[config.mk]
export PLATFORM = sky130hd
export DESIGN_NAME = tsm_front
export DESIGN_NICKNAME = d
export VERILOG_FILES = /design/src/sv/two_set_membership_engine_top_assert.svh /design/src/sv/tsm_pkg.sv /design/src/sv/tsm_front.sv
export SDC_FILE = /design/constraint.sdc
export NUM_CORES = 1
export LEC_CHECK = 0
export ABC_CLOCK_PERIOD_IN_PS = 4400
export BUFFER_PORTS_ARGS = -buffer_cell sky130_fd_sc_hd__buf_2
export CAP_MARGIN = 20
export CORE_MARGIN = 3
export CORE_UTILIZATION = 55
export CTS_CLUSTER_DIAMETER = 150
export CTS_CLUSTER_SIZE = 8
export DETAILED_ROUTE_END_ITERATION = 8
export PLACE_DENSITY = 0.93
export SLEW_MARGIN = 10
export SYNTH_ARGS = -nofsm -noshare
export SYNTH_HDL_FRONTEND = slang
export SYNTH_SLANG_ARGS = --single-unit
[constraint.sdc]
create_clock -name aclk -period 4.4 [get_ports aclk]
set_input_delay 0.44 -clock aclk [delete_from_list [all_inputs] [get_ports aclk]]
set_output_delay 0.44 -clock aclk [all_outputs]
set_load 0.05 [all_outputs]
[src/sv/two_set_membership_engine_top_assert.svh]
// Assertion macros for the two-set membership engine.
// Included by modules that check their own control logic.
`ifndef TWO_SET_MEMBERSHIP_ENGINE_TOP_ASSERT_SVH
`define TWO_SET_MEMBERSHIP_ENGINE_TOP_ASSERT_SVH
`ifndef SYNTHESIS
`define TSM_ASSERT_IMP(label, clk, rstn, ante, cons) \
    label: assert property (@(posedge clk) disable iff (!rstn) (ante) |-> (cons)) \
        else $error("assertion failed");
`define TSM_ASSERT_NXT(label, clk, rstn, ante, cons) \
    label: assert property (@(posedge clk) disable iff (!rstn) (ante) |=> (cons)) \
        else $error("assertion failed");
`else
`define TSM_ASSERT_IMP(label, clk, rstn, ante, cons)
`define TSM_ASSERT_NXT(label, clk, rstn, ante, cons)
`endif
`endif

[src/sv/tsm_pkg.sv]
// Shared types and operation codes for the two-set membership engine.
// No dependencies.
`default_nettype none
package tsm_pkg;
    typedef enum logic [2:0] {
        FN_ADD = 3'd0, FN_REMOVE = 3'd1, FN_CONTAINS = 3'd2, FN_SIZE = 3'd3,
        FN_INTERSECT = 3'd4, FN_UNION = 3'd5, FN_DIFF = 3'd6, FN_SUBSET = 3'd7
    } func_t;

    typedef struct packed {
        logic [2:0]         func;
        logic               which_set;
        logic signed [31:0] value;
    } in_item_t;

    typedef struct packed {
        logic signed [31:0] element;
        logic               found;
        logic [5:0]         count;
        logic               empty_res;
        logic               overflow;
        logic               last;
    } out_item_t;
endpackage
`default_nettype wire

[src/sv/tsm_front.sv]
// Intake stage with a two-entry command queue.
// Depends on tsm_pkg.
`default_nettype none
module tsm_front (
    input  wire logic              aclk,
    input  wire logic              aresetn,
    input  wire logic              s_valid,
    output logic                   s_ready,
    input  tsm_pkg::in_item_t      s_data,
    output logic                   q_valid,
    input  wire logic              q_ready,
    output tsm_pkg::in_item_t      q_data
);
    import tsm_pkg::*;

    in_item_t   mem_reg [2];
    logic [1:0] fill_reg, fill_next;
    logic       rd_reg, wr_reg;
    logic       push, pop;

    assign s_ready = (fill_reg != 2'd2);
    assign q_valid = (fill_reg != 2'd0);
    assign q_data  = mem_reg[rd_reg];
    assign push    = s_valid && s_ready;
    assign pop     = q_valid && q_ready;

    always_comb begin
        fill_next = fill_reg;
        if (push && !pop) fill_next = fill_reg + 2'd1;
        else if (pop && !push) fill_next = fill_reg - 2'd1;
    end

    always_ff @(posedge aclk) begin
        if (!aresetn) begin
            fill_reg <= 2'd0;
            rd_reg   <= 1'b0;
            wr_reg   <= 1'b0;
        end else begin
            fill_reg <= fill_next;
            if (push) wr_reg <= ~wr_reg;
            if (pop) rd_reg <= ~rd_reg;
        end
    end

    always_ff @(posedge aclk) begin
        if (push) mem_reg[wr_reg] <= s_data;
    end
endmodule
`default_nettype wire

==> summary.txt, run 1 <==
STA
  – Total Neg Setup Slack: 0 ns
  – Worst Skew: 0.006953 ns
  – Fmax: 453.8 MHz
  – Final Hold Vio Count: 0
  – Pins Over Slew Limit: 0
  – Tcrit/Tclk final: 50.08%
  – Tmin final: 2.203 ns
  – Slew headroom: 41.58%
  – WHS: 0.3038 ns
  – Setup violations, final: 0
  – RSZ-0062 raised after global routing: false
  – Worst Tran Pin Value: 0.8762 ns

Clocking
  – # clock sinks: 77
  – Clock buffer depth: 2
  – Post-cts sizing count: 0
  – Clock Latency Late Sink: 0.32 ns
  – CTS H-tree lvls: 3
  – CTS root buffer: clkbuf_8
  – Hold-fix buffers at CTS: 0
  – CTS Buf Count: 9
  – Post CTS Setup Buffer Count: 0
  – Worst-path clk slew: 0.07 ns
  – CTS tree: yes

Yosys
  – Syn avg cell area: 20.87 um^2
  – Area contributors post-synth: edfxtp_1 (76%), mux2_2 (14%), dfxtp_1 (3.5%)
  – Yosys cell types: 20
  – Sequential fraction of the synthesis area: 79.72%
  – Area leader, netlist: edfxtp_1
  – Synth warnings: 0
  – Post-Syn Area: 2838 um^2
  – Post-synthesis net count: 177
  – Synthesized flop and latch total: 77
  – Yosys top cell area share: 76.19%
  – Post-Syn Instances: 136

Power and ir drop
  – Combinational group share of total power: 36.9%
  – Pwr/cell area: 652.3 nW/um^2
  – Power share of the sequential group: 42.0%
  – Clk pwr share: 21.2%
  – Power Internal: 0.001413 W
  – Max rail drop VDD: 0.4459 mV
  – Leak pwr: 1.316 nW
  – NetSw: 0.0008543 W
  – Switching Share: 37.68%

Finish
  – Commonest non-fill, non-tap cells in the layout: buf_2 (77), edfxtp_1 (72), mux2_2 (36), clkbuf_8 (9), dfxtp_1 (5)
  – N_diodes: 0
  – Max FFs per register: 72
  – Syn-to-layout area delta: 22.49%
  – Final nets: 263
  – Commonest non-fill, non-tap cell in the layout: buf_2
  – Share of layout cells above drive strength 1: 58.15%

Routing
  – Per-cell routed wire length: 15.72 um
  – Top sig layer: met4
  – Metal-1 WL: 1937 um
  – Routed wire length: 4623 um
  – Residual DRC: 0
  – Post-route ant nets: 0
  – Met3 Routed Length: 283 um
  – Vias: 1456
  – Routed wl met2: 2344 um
  – Drt first pass iters: 4
  – Number of DRC markers in iteration 0: 93
  – Via density: 4.952

Hold path
  – Worst min path class: in -> reg
  – WHS Endpoint: mem_reg[1][29]
  – Hold Path Depth: 1
  – Hold Startpoint: s_data[29]

Floorplan
  – Die footprint: 6058 um^2
  – Initial core utilization: 58.53%
  – # IOs: 78
  – Core ar.: 4848 um^2
  – Die height: 77.83 um
  – Row count: 25
  – Chip width: 77.83 um

GRT
  – Total GRT Usage: 16.33%
  – Grt ovf: 0
  – Vias in the first global route: 1502
  – Largest net degree at the start of global routing: 37
  – Initial antenna violation count: 0
  – First-pass GRT wire length: 7341 um

Setup path
  – Crit path cell chain: buf_4 > mux2_2 > buf_2
  – Register-to-Register Setup Slack: 2.64 ns
  – R2r startpoint: fill_reg[0]
  – R2r endpoint: mem_reg[1][14]
  – CP max FO: 33
  – Max incr delay on CP: 0.42 ns
  – Worst Path Required: 3.96 ns
  – Startpoint Class: register
  – WS Path Type: reg -> out
  – CP endpoint kind: output port
  – Crit-path slowest cell: buf_4
  – R2R cell count: 2
  – Critical Path AT: 1.76 ns

Run status
  – Outcome: finished clean

Place
  – Placer Congestion: 0.7104
  – Hpwl dp: 3006 um
  – Port Buf Inserts: 77

Flow run
  – # Max-Cap Violations: 0
==> cell families after synthesis <==
logic type	synth area share [%]
AOI/OAI and AO/OA	1.234
xor gates and xnor gates	0.9261
adders and majority gates	0.4408
buffers and inverters	1.102
DFF	79.72
muxes	14.29
and+or+nand+nor	2.293
==> power by group through the flow <==
stage	Sequential, W	Combinational (W)	Clock (W)
2_1_floorplan	0.000956	0.000686	0
3_3_place_gp	0.000962	0.000833	0
3_5_place_dp	0.000968	0.000843	0
4_1_cts	0.000952	0.000845	0.000491
5_1_grt	0.000962	0.000880	0.000518
6_report	0.000951	0.000836	0.000480
==> Yosys cell counts <==
library cell	count
o21ai_1	1
inv_1	1
ha_1	1
a21bo_2	1
buf_4	3
and2_1	4
buf_2	1
xnor2_1	2
mux2_2	36
a21boi_0	1
and3_1	1
dfxtp_1	5
o21ai_0	1
or2_2	1
nand2b_4	1
xor2_1	1
or3_1	1
a21boi_1	1
nand3b_1	1
edfxtp_1	72
==> how the worst max path moves through the flow <==
stage / startpoint / end / slack, ns / cells after the start
final: register / q_data[29] / 2.20 / 3
after global routing: register / q_data[17] / 2.11 / 3
after CTS: register / q_data[30] / 2.17 / 3
after detailed placement: register / q_data[30] / 2.53 / 3
after global placement: register / q_data[30] / 2.55 / 3
after floorplan: fill_reg[0] / mem_reg[1][0] / 2.40 / 2
==> area by class of cell <==
type / instances / area (um^2)
Sequential cell: 77 / 2262
Fill cell: 295 / 1373
Multi-Input combinational cell: 54 / 545.5
Timing Repair Buffer: 79 / 400.4
Clock buffer: 9 / 123.9
Tap cell: 67 / 83.83
Clock inverter: 7 / 56.30
Inverter: 1 / 3.754
==> layer usage <==
layer  up-vias  GRT usage [%]
met5         -              0
met4         0          8.007
met3         4          4.292
met2        49          26.71
met1       699          20.11
li1        704              -
==> per-stage QoR <==
| step | power [W] | setup WS [ns] | area, um^2 | instances | utilization, % |
|---|---|---|---|---|---|
| 6_report | 0.002267 | 2.197 | 3476 | 294 | 71.69 |
| 5_1_grt | 0.002360 | 2.106 | 3476 | 294 | 71.69 |
| 4_1_cts | 0.002289 | 2.167 | 3476 | 294 | 71.69 |
| 3_5_place_dp | 0.001811 | 2.528 | 3296 | 278 | 67.97 |
| 3_3_place_gp | 0.001795 | 2.550 | 3296 | 278 | 67.97 |
| 2_1_floorplan | 0.001642 | 2.399 | 2838 | 136 | - |
==> worst max-delay path: cells and delay by family, from the launching register on <==
family	cells	cell delay (ns)
buffers and inverters	2	0.63
flip-flops	1	0.40
multiplexers	1	0.40
No activity file was read; power rests on OpenSTA's default activity.
==> run 2: changes to the inputs <==
ABC_CLOCK_PERIOD_IN_PS = 2200   (was 4400)
CORE_UTILIZATION = 51   (was 55)
PLACE_DENSITY = 0.88   (was 0.93)
clock period = 2.2 ns   (was 4.4 ns; I/O delays follow)
==> summary.txt, run 2 (same netlist as run 1, synthesis figures left out) <==
Run status
  – Outcome: finished clean (unchanged)

Setup path
  – Max incr delay on CP: 0.37 ns (was 0.42 ns)
  – R2r endpoint: fill_reg[1] (was mem_reg[1][14])
  – CP max FO: 19 (was 33)
  – Crit path cell chain: buf_4 > mux2_2 > buf_2 (unchanged)
  – R2r startpoint: fill_reg[0] (unchanged)
  – Startpoint Class: register (unchanged)
  – Critical Path AT: 1.52 ns (was 1.76 ns)
  – Worst Path Required: 1.98 ns (was 3.96 ns)
  – CP delay by family, top: buffers and inverters (unchanged)
  – Crit-path slowest cell: mux2_2 (was buf_4)
  – WS Path Type: reg -> out (unchanged)
  – R2R cell count: 5 (was 2)
  – Register-to-Register Setup Slack: 0.63 ns (was 2.64 ns)
  – Buf/Inv on CP: 2 (unchanged)
  – CP endpoint kind: output port (unchanged)

Routing
  – Via density: 4.953 (was 4.952)
  – Residual DRC: 0 (unchanged)
  – Post-route ant nets: 0 (unchanged)
  – Routed wire length: 4846 um (was 4623 um)
  – Per-cell routed wire length: 16.10 um (was 15.72 um)
  – Vias: 1491 (was 1456)
  – Metal-1 WL: 1783 um (was 1937 um)
  – Routed wl met2: 2743 um (was 2344 um)
  – Number of DRC markers in iteration 0: 54 (was 93)
  – Met3 Routed Length: 198 um (was 283 um)
  – Top sig layer: met4 (unchanged)
  – Drt first pass iters: 4 (unchanged)

STA
  – Total Neg Setup Slack: 0 ns (unchanged)
  – Tmin final: 1.744 ns
  – Slew headroom: 82.90% (was 41.58%)
  – Worst Tran Pin Value: 0.2564 ns (was 0.8762 ns)
  – Final Hold Vio Count: 0 (unchanged)
  – Pins Over Slew Limit: 0 (unchanged)
  – RSZ-0062 raised after global routing: false (unchanged)
  – Setup violations, final: 0 (unchanged)
  – Worst Skew: 0.005010 ns (was 0.006953 ns)
  – Fmax: 573.4 MHz
  – Tcrit/Tclk final: 79.28%

Hold path
  – Worst min path class: in -> reg (unchanged)
  – Hold Startpoint: s_data[16] (was s_data[29])
  – WHS Endpoint: mem_reg[0][16] (was mem_reg[1][29])
  – Hold Path Depth: 1 (unchanged)

Place
  – Port Buf Inserts: 77 (unchanged)
  – Placer Congestion: 0.6938 (was 0.7104)
  – Hpwl dp: 3441 um (was 3006 um)
  – Placed inst area: 3328 um^2 (was 3296 um^2)

Finish
  – Final nets: 267 (was 263)
  – Fillers: 381 (was 295)
  – Max FFs per register: 72 (unchanged)
  – Commonest non-fill, non-tap cells in the layout: buf_2 (77), edfxtp_1 (72), mux2_2 (36), clkbuf_8 (9), buf_4 (6) (was buf_2 (77), edfxtp_1 (72), mux2_2 (36), clkbuf_8 (9), dfxtp_1 (5))
  – Post-route design area: 3590 um^2 (was 3476 um^2)
  – N_diodes: 0 (unchanged)
  – Commonest non-fill, non-tap cell in the layout: buf_2 (unchanged)
  – Share of layout cells above drive strength 1: 59.74% (was 58.15%)
  – Syn-to-layout area delta: 26.50% (was 22.49%)

Clocking
  – Clock Latency Late Sink: 0.34 ns (was 0.32 ns)
  – Clock buffer depth: 2 (unchanged)
  – CTS H-tree lvls: 3 (unchanged)
  – CTS root buffer: clkbuf_8 (unchanged)
  – Hold-fix buffers at CTS: 0 (unchanged)
  – Worst-path clk slew: 0.08 ns (was 0.07 ns)
  – CTS tree: yes (unchanged)
  – # clock sinks: 77 (unchanged)
  – Post CTS Setup Buffer Count: 0 (unchanged)
  – CTS Buf Count: 9 (unchanged)
  – Post-cts sizing count: 0 (unchanged)

GRT
  – Total GRT Usage: 16.00% (was 16.33%)
  – Largest net degree at the start of global routing: 20 (was 37)
  – First-pass GRT wire length: 7320 um (was 7341 um)
  – Grt ovf: 0 (unchanged)
  – Vias in the first global route: 1615 (was 1502)
  – Initial antenna violation count: 0 (unchanged)

Power and ir drop
  – Max rail drop VDD: 0.9767 mV (was 0.4459 mV)
  – Leak pwr: 1.371 nW (was 1.316 nW)
  – Pwr/cell area: 1378 nW/um^2 (was 652.3 nW/um^2)

Floorplan
  – Die footprint: 6496 um^2 (was 6058 um^2)
  – Row count: 26 (was 25)
  – Die height: 80.60 um (was 77.83 um)
  – Chip width: 80.60 um (was 77.83 um)
  – Core ar.: 5238 um^2 (was 4848 um^2)
  – Initial core utilization: 54.18% (was 58.53%)
  – # IOs: 78 (unchanged)

Flow run
  – # Max-Cap Violations: 0 (unchanged)
## run 2: cell type report
| type | count | area [um^2] | area share [%] |
|---|---|---|---|
| sequential | 77 | 2262 | 63.02 |
| multi-input combinational | 54 | 544.3 | 15.16 |
| timing repair buffer | 83 | 430.4 | 11.99 |
| clock inverter | 7 | 137.6 | 3.834 |
| clock buffer | 9 | 123.9 | 3.451 |
| tap | 70 | 87.58 | 2.440 |
| inverter | 1 | 3.754 | 0.1046 |
## run 2: how the worst max path moves through the flow
stage / startpoint / end / slack (ns) / cells after the start
after floorplan: fill_reg[0] / mem_reg[1][0] / 0.20 / 2
after global placement: fill_reg[0] / fill_reg[1] / 0.69 / 5
after detailed placement: fill_reg[0] / fill_reg[1] / 0.65 / 5
after CTS: register / q_data[9] / 0.43 / 3
after global routing: register / q_data[13] / 0.34 / 3
final: register / q_data[9] / 0.46 / 3
## run 2: per-layer routing
| metal | up-vias | track usage [%] |
|---|---|---|
| met3 | 10 | 4.933 |
| met4 | 0 | 9.122 |
| li1 | 712 | - |
| met1 | 734 | 16.26 |
| met5 | - | 0 |
| met2 | 35 | 28.73 |
## run 2: power breakdown
part           switching, W  leakage [nW]  internal (W)  total [W]
clock              0.000483         0.129      0.000863    0.00135
sequential        0.0000655         0.714       0.00183    0.00190
combinational       0.00120         0.528      0.000505    0.00170
## run 2: worst register-to-register path: stages (launching register included)
cell and delay [ns]:
dfxtp_1 0.36, nand2b_4 0.17, and2_1 0.16, ha_1 0.33, or3_1 0.35, a21boi_1 0.13
## run 2: through the flow
stage | hold slack, ns | setup WS [ns] | cells | util [%] | total power (W)
after floorplan | 0.3189 | 0.1992 | 136 | - | 0.003285
after global placement | 0.4078 | 0.6940 | 285 | 63.55 | 0.003616
after detailed placement | 0.4113 | 0.6462 | 285 | 63.55 | 0.003650
after CTS | 0.04888 | 0.4266 | 301 | 68.54 | 0.004998
after global routing | 0.03958 | 0.3415 | 301 | 68.54 | 0.005154
final | 0.06224 | 0.4559 | 301 | 68.54 | 0.004945
==> run 3: changes to the inputs <==
ABC_CLOCK_PERIOD_IN_PS = 1500   (was 2200)
CORE_UTILIZATION = 46   (was 51)
PLACE_DENSITY = 0.84   (was 0.88)
clock period = 1.5 ns   (was 2.2 ns; I/O delays follow)
==> summary.txt, run 3 (same netlist as run 1, synthesis figures left out) <==
STA
  – Tmin final: 1.558 ns
  – Pins Over Slew Limit: 0 (unchanged)
  – RSZ-0062 raised after global routing: true (was false)
  – Final Hold Vio Count: 0 (unchanged)
  – Slew headroom: 82.81% (was 82.90%)
  – Setup violations, final: 34 (was 0)
  – Worst Tran Pin Value: 0.2596 ns (was 0.2564 ns)
  – Worst Skew: 0.006839 ns (was 0.005010 ns)
  – Final WS setup: -0.05789 ns (was 0.4559 ns)
  – WHS: 0.01266 ns (was 0.06224 ns)
  – Fmax: 641.9 MHz
  – Total Neg Setup Slack: -1.029 ns (was 0 ns)
  – Tcrit/Tclk final: 103.9%

GRT
  – Initial antenna violation count: 0 (unchanged)
  – Total GRT Usage: 15.74% (was 16.00%)
  – First-pass GRT wire length: 8487 um (was 7320 um)
  – Vias in the first global route: 1732 (was 1615)
  – Largest net degree at the start of global routing: 23 (was 20)
  – Grt ovf: 0 (unchanged)

Finish
  – Max FFs per register: 72 (unchanged)
  – Commonest non-fill, non-tap cells in the layout: edfxtp_1 (72), buf_2 (41), buf_6 (37), dlygate4sd3_1 (31), mux2_2 (22) (was buf_2 (77), edfxtp_1 (72), mux2_2 (36), clkbuf_8 (9), buf_4 (6))
  – Final nets: 304 (was 267)
  – Fillers: 347 (was 381)
  – N_diodes: 0 (unchanged)
  – Sequential Area: 2271 um^2 (was 2262 um^2)
  – Final core occ: 75.03% (was 68.54%)
  – Share of layout cells above drive strength 1: 57.09% (was 59.74%)
  – Syn-to-layout area delta: 51.85% (was 26.50%)
  – Post-route design area: 4309 um^2 (was 3590 um^2)
  – Commonest non-fill, non-tap cell in the layout: edfxtp_1 (was buf_2)
  – Area occupied by multi-input gates: 636.9 um^2 (was 544.3 um^2)

Setup path
  – Startpoint Class: register (unchanged)
  – Max incr delay on CP: 0.38 ns (was 0.37 ns)
  – Critical Path AT: 1.41 ns (was 1.52 ns)
  – WS Path Type: reg -> out (unchanged)
  – Worst Path Required: 1.35 ns (was 1.98 ns)
  – R2R cell count: 6 (was 5)
  – Crit-path slowest cell: dfxtp_4 (was mux2_2)
  – Buf/Inv on CP: 2 (unchanged)
  – CP delay by family, top: flip-flops (was buffers and inverters)
  – CP endpoint kind: output port (unchanged)
  – R2r endpoint: fill_reg[1] (unchanged)
  – Crit path cell chain: buf_12 > mux2_2 > buf_6 (was buf_4 > mux2_2 > buf_2)
  – Worst path depth: 3 (unchanged)
  – CP max FO: 21 (was 19)
  – R2r startpoint: fill_reg[0] (unchanged)
  – Register-to-Register Setup Slack: 0.05 ns (was 0.63 ns)

Floorplan
  – Row count: 27 (was 26)
  – Chip width: 84.54 um (was 80.60 um)
  – Die footprint: 7147 um^2 (was 6496 um^2)
  – # IOs: 78 (unchanged)
  – Initial core utilization: 49.41% (was 54.18%)
  – Core ar.: 5743 um^2 (was 5238 um^2)
  – Die height: 84.54 um (was 80.60 um)

Routing
  – Number of DRC markers in iteration 0: 76 (was 54)
  – Routed wire length: 5667 um (was 4846 um)
  – Drt first pass iters: 4 (unchanged)
  – Post-route ant nets: 0 (unchanged)
  – Per-cell routed wire length: 16.67 um (was 16.10 um)
  – Via density: 4.824 (was 4.953)
  – Residual DRC: 0 (unchanged)
  – Vias: 1640 (was 1491)

Power and ir drop
  – Switching Share: 35.29% (about the same)
  – Leak pwr: 1.655 nW (was 1.371 nW)
  – Clk pwr share: 20.8% (was 27.2%)
  – Power share of the sequential group: 35.6% (was 38.4%)
  – NetSw: 0.002790 W (was 0.001745 W)
  – Power Internal: 0.005116 W (was 0.003200 W)
  – PnR Total Power: 0.007906 W (was 0.004945 W)
  – Combinational group share of total power: 43.7% (was 34.4%)
  – Pwr/cell area: 1835 nW/um^2 (was 1378 nW/um^2)
  – Max rail drop VDD: 1.175 mV (was 0.9767 mV)

Clocking
  – Worst-path clk slew: 0.07 ns (was 0.08 ns)
  – CTS tree: yes (unchanged)
  – CTS H-tree lvls: 3 (unchanged)
  – CTS root buffer: clkbuf_8 (unchanged)
  – Clock buffer depth: 2 (unchanged)
  – # clock sinks: 77 (unchanged)
  – Clock Latency Late Sink: 0.33 ns (was 0.34 ns)
  – CTS Buf Count: 9 (unchanged)

Run status
  – Outcome: finished with violations (was finished clean)
  – Failing checks: setup timing

Hold path
  – Hold Startpoint: s_data[4] (was s_data[16])
  – Hold Path Depth: 1 (unchanged)
  – Worst min path class: in -> reg (unchanged)
  – WHS Endpoint: mem_reg[0][4] (was mem_reg[0][16])

Place
  – Hpwl dp: 3373 um (was 3441 um)
  – Port Buf Inserts: 77 (unchanged)
  – Placer Congestion: 0.6683 (was 0.6938)
  – Placed inst area: 3421 um^2 (was 3328 um^2)

Flow run
  – # Max-Cap Violations: 0 (unchanged)
[run 3: how the worst max path moves through the flow]
stage                     slack, ns         from            end
after floorplan               -0.13  fill_reg[0]  mem_reg[0][0]
after global placement         0.04  fill_reg[0]    fill_reg[1]
after detailed placement      -0.06  fill_reg[1]    fill_reg[1]
after CTS                     -0.08     register     q_data[34]
after global routing          -0.10     register     q_data[17]
final                         -0.06     register     q_data[34]
[run 3: stage by stage]
step	worst slack [ns]	instances
2_1_floorplan	-0.1333	136
3_3_place_gp	0.03963	288
3_5_place_dp	-0.06326	288
4_1_cts	-0.07666	328
5_1_grt	-0.1029	340
6_report	-0.05789	340
[run 3: what timing repair did]
item | CTS | global route
hold buffers | 21 | 10
pin swaps | 4 | 5
cloned | 0 | 0
hold endpoints to repair | 39 | 15
resized for setup | 81 | 16
buffers inserted | 3 | 2
setup endpoints to repair | 37 | 37
[run 3: routing by layer]
metal	wire (um)	up-vias	track usage, %
met5	0	-	0
li1	-	784	-
met3	223	4	3.042
met1	2244	801	17.47
met4	68	0	7.770
met2	3131	51	28.61
[run 3: layout make-up]
cell class | count | share of cell area (%)
Sequential cell | 77 | 52.70
Multi-Input combinational cell | 54 | 14.78
Tap cell | 72 | 2.091
Timing Repair Buffer | 120 | 25.29
Clock buffer | 9 | 2.875
Inverter | 1 | 0.1742
Clock inverter | 7 | 2.091
[run 3: power by group through the flow]
stage               combinational [W]  sequential, W  clock (W)
global route                  0.00360        0.00284    0.00180
global placement              0.00264        0.00282          0
finish                        0.00345        0.00281    0.00164
detailed placement            0.00267        0.00284          0
floorplan                     0.00202        0.00280          0
CTS                           0.00327        0.00280    0.00168
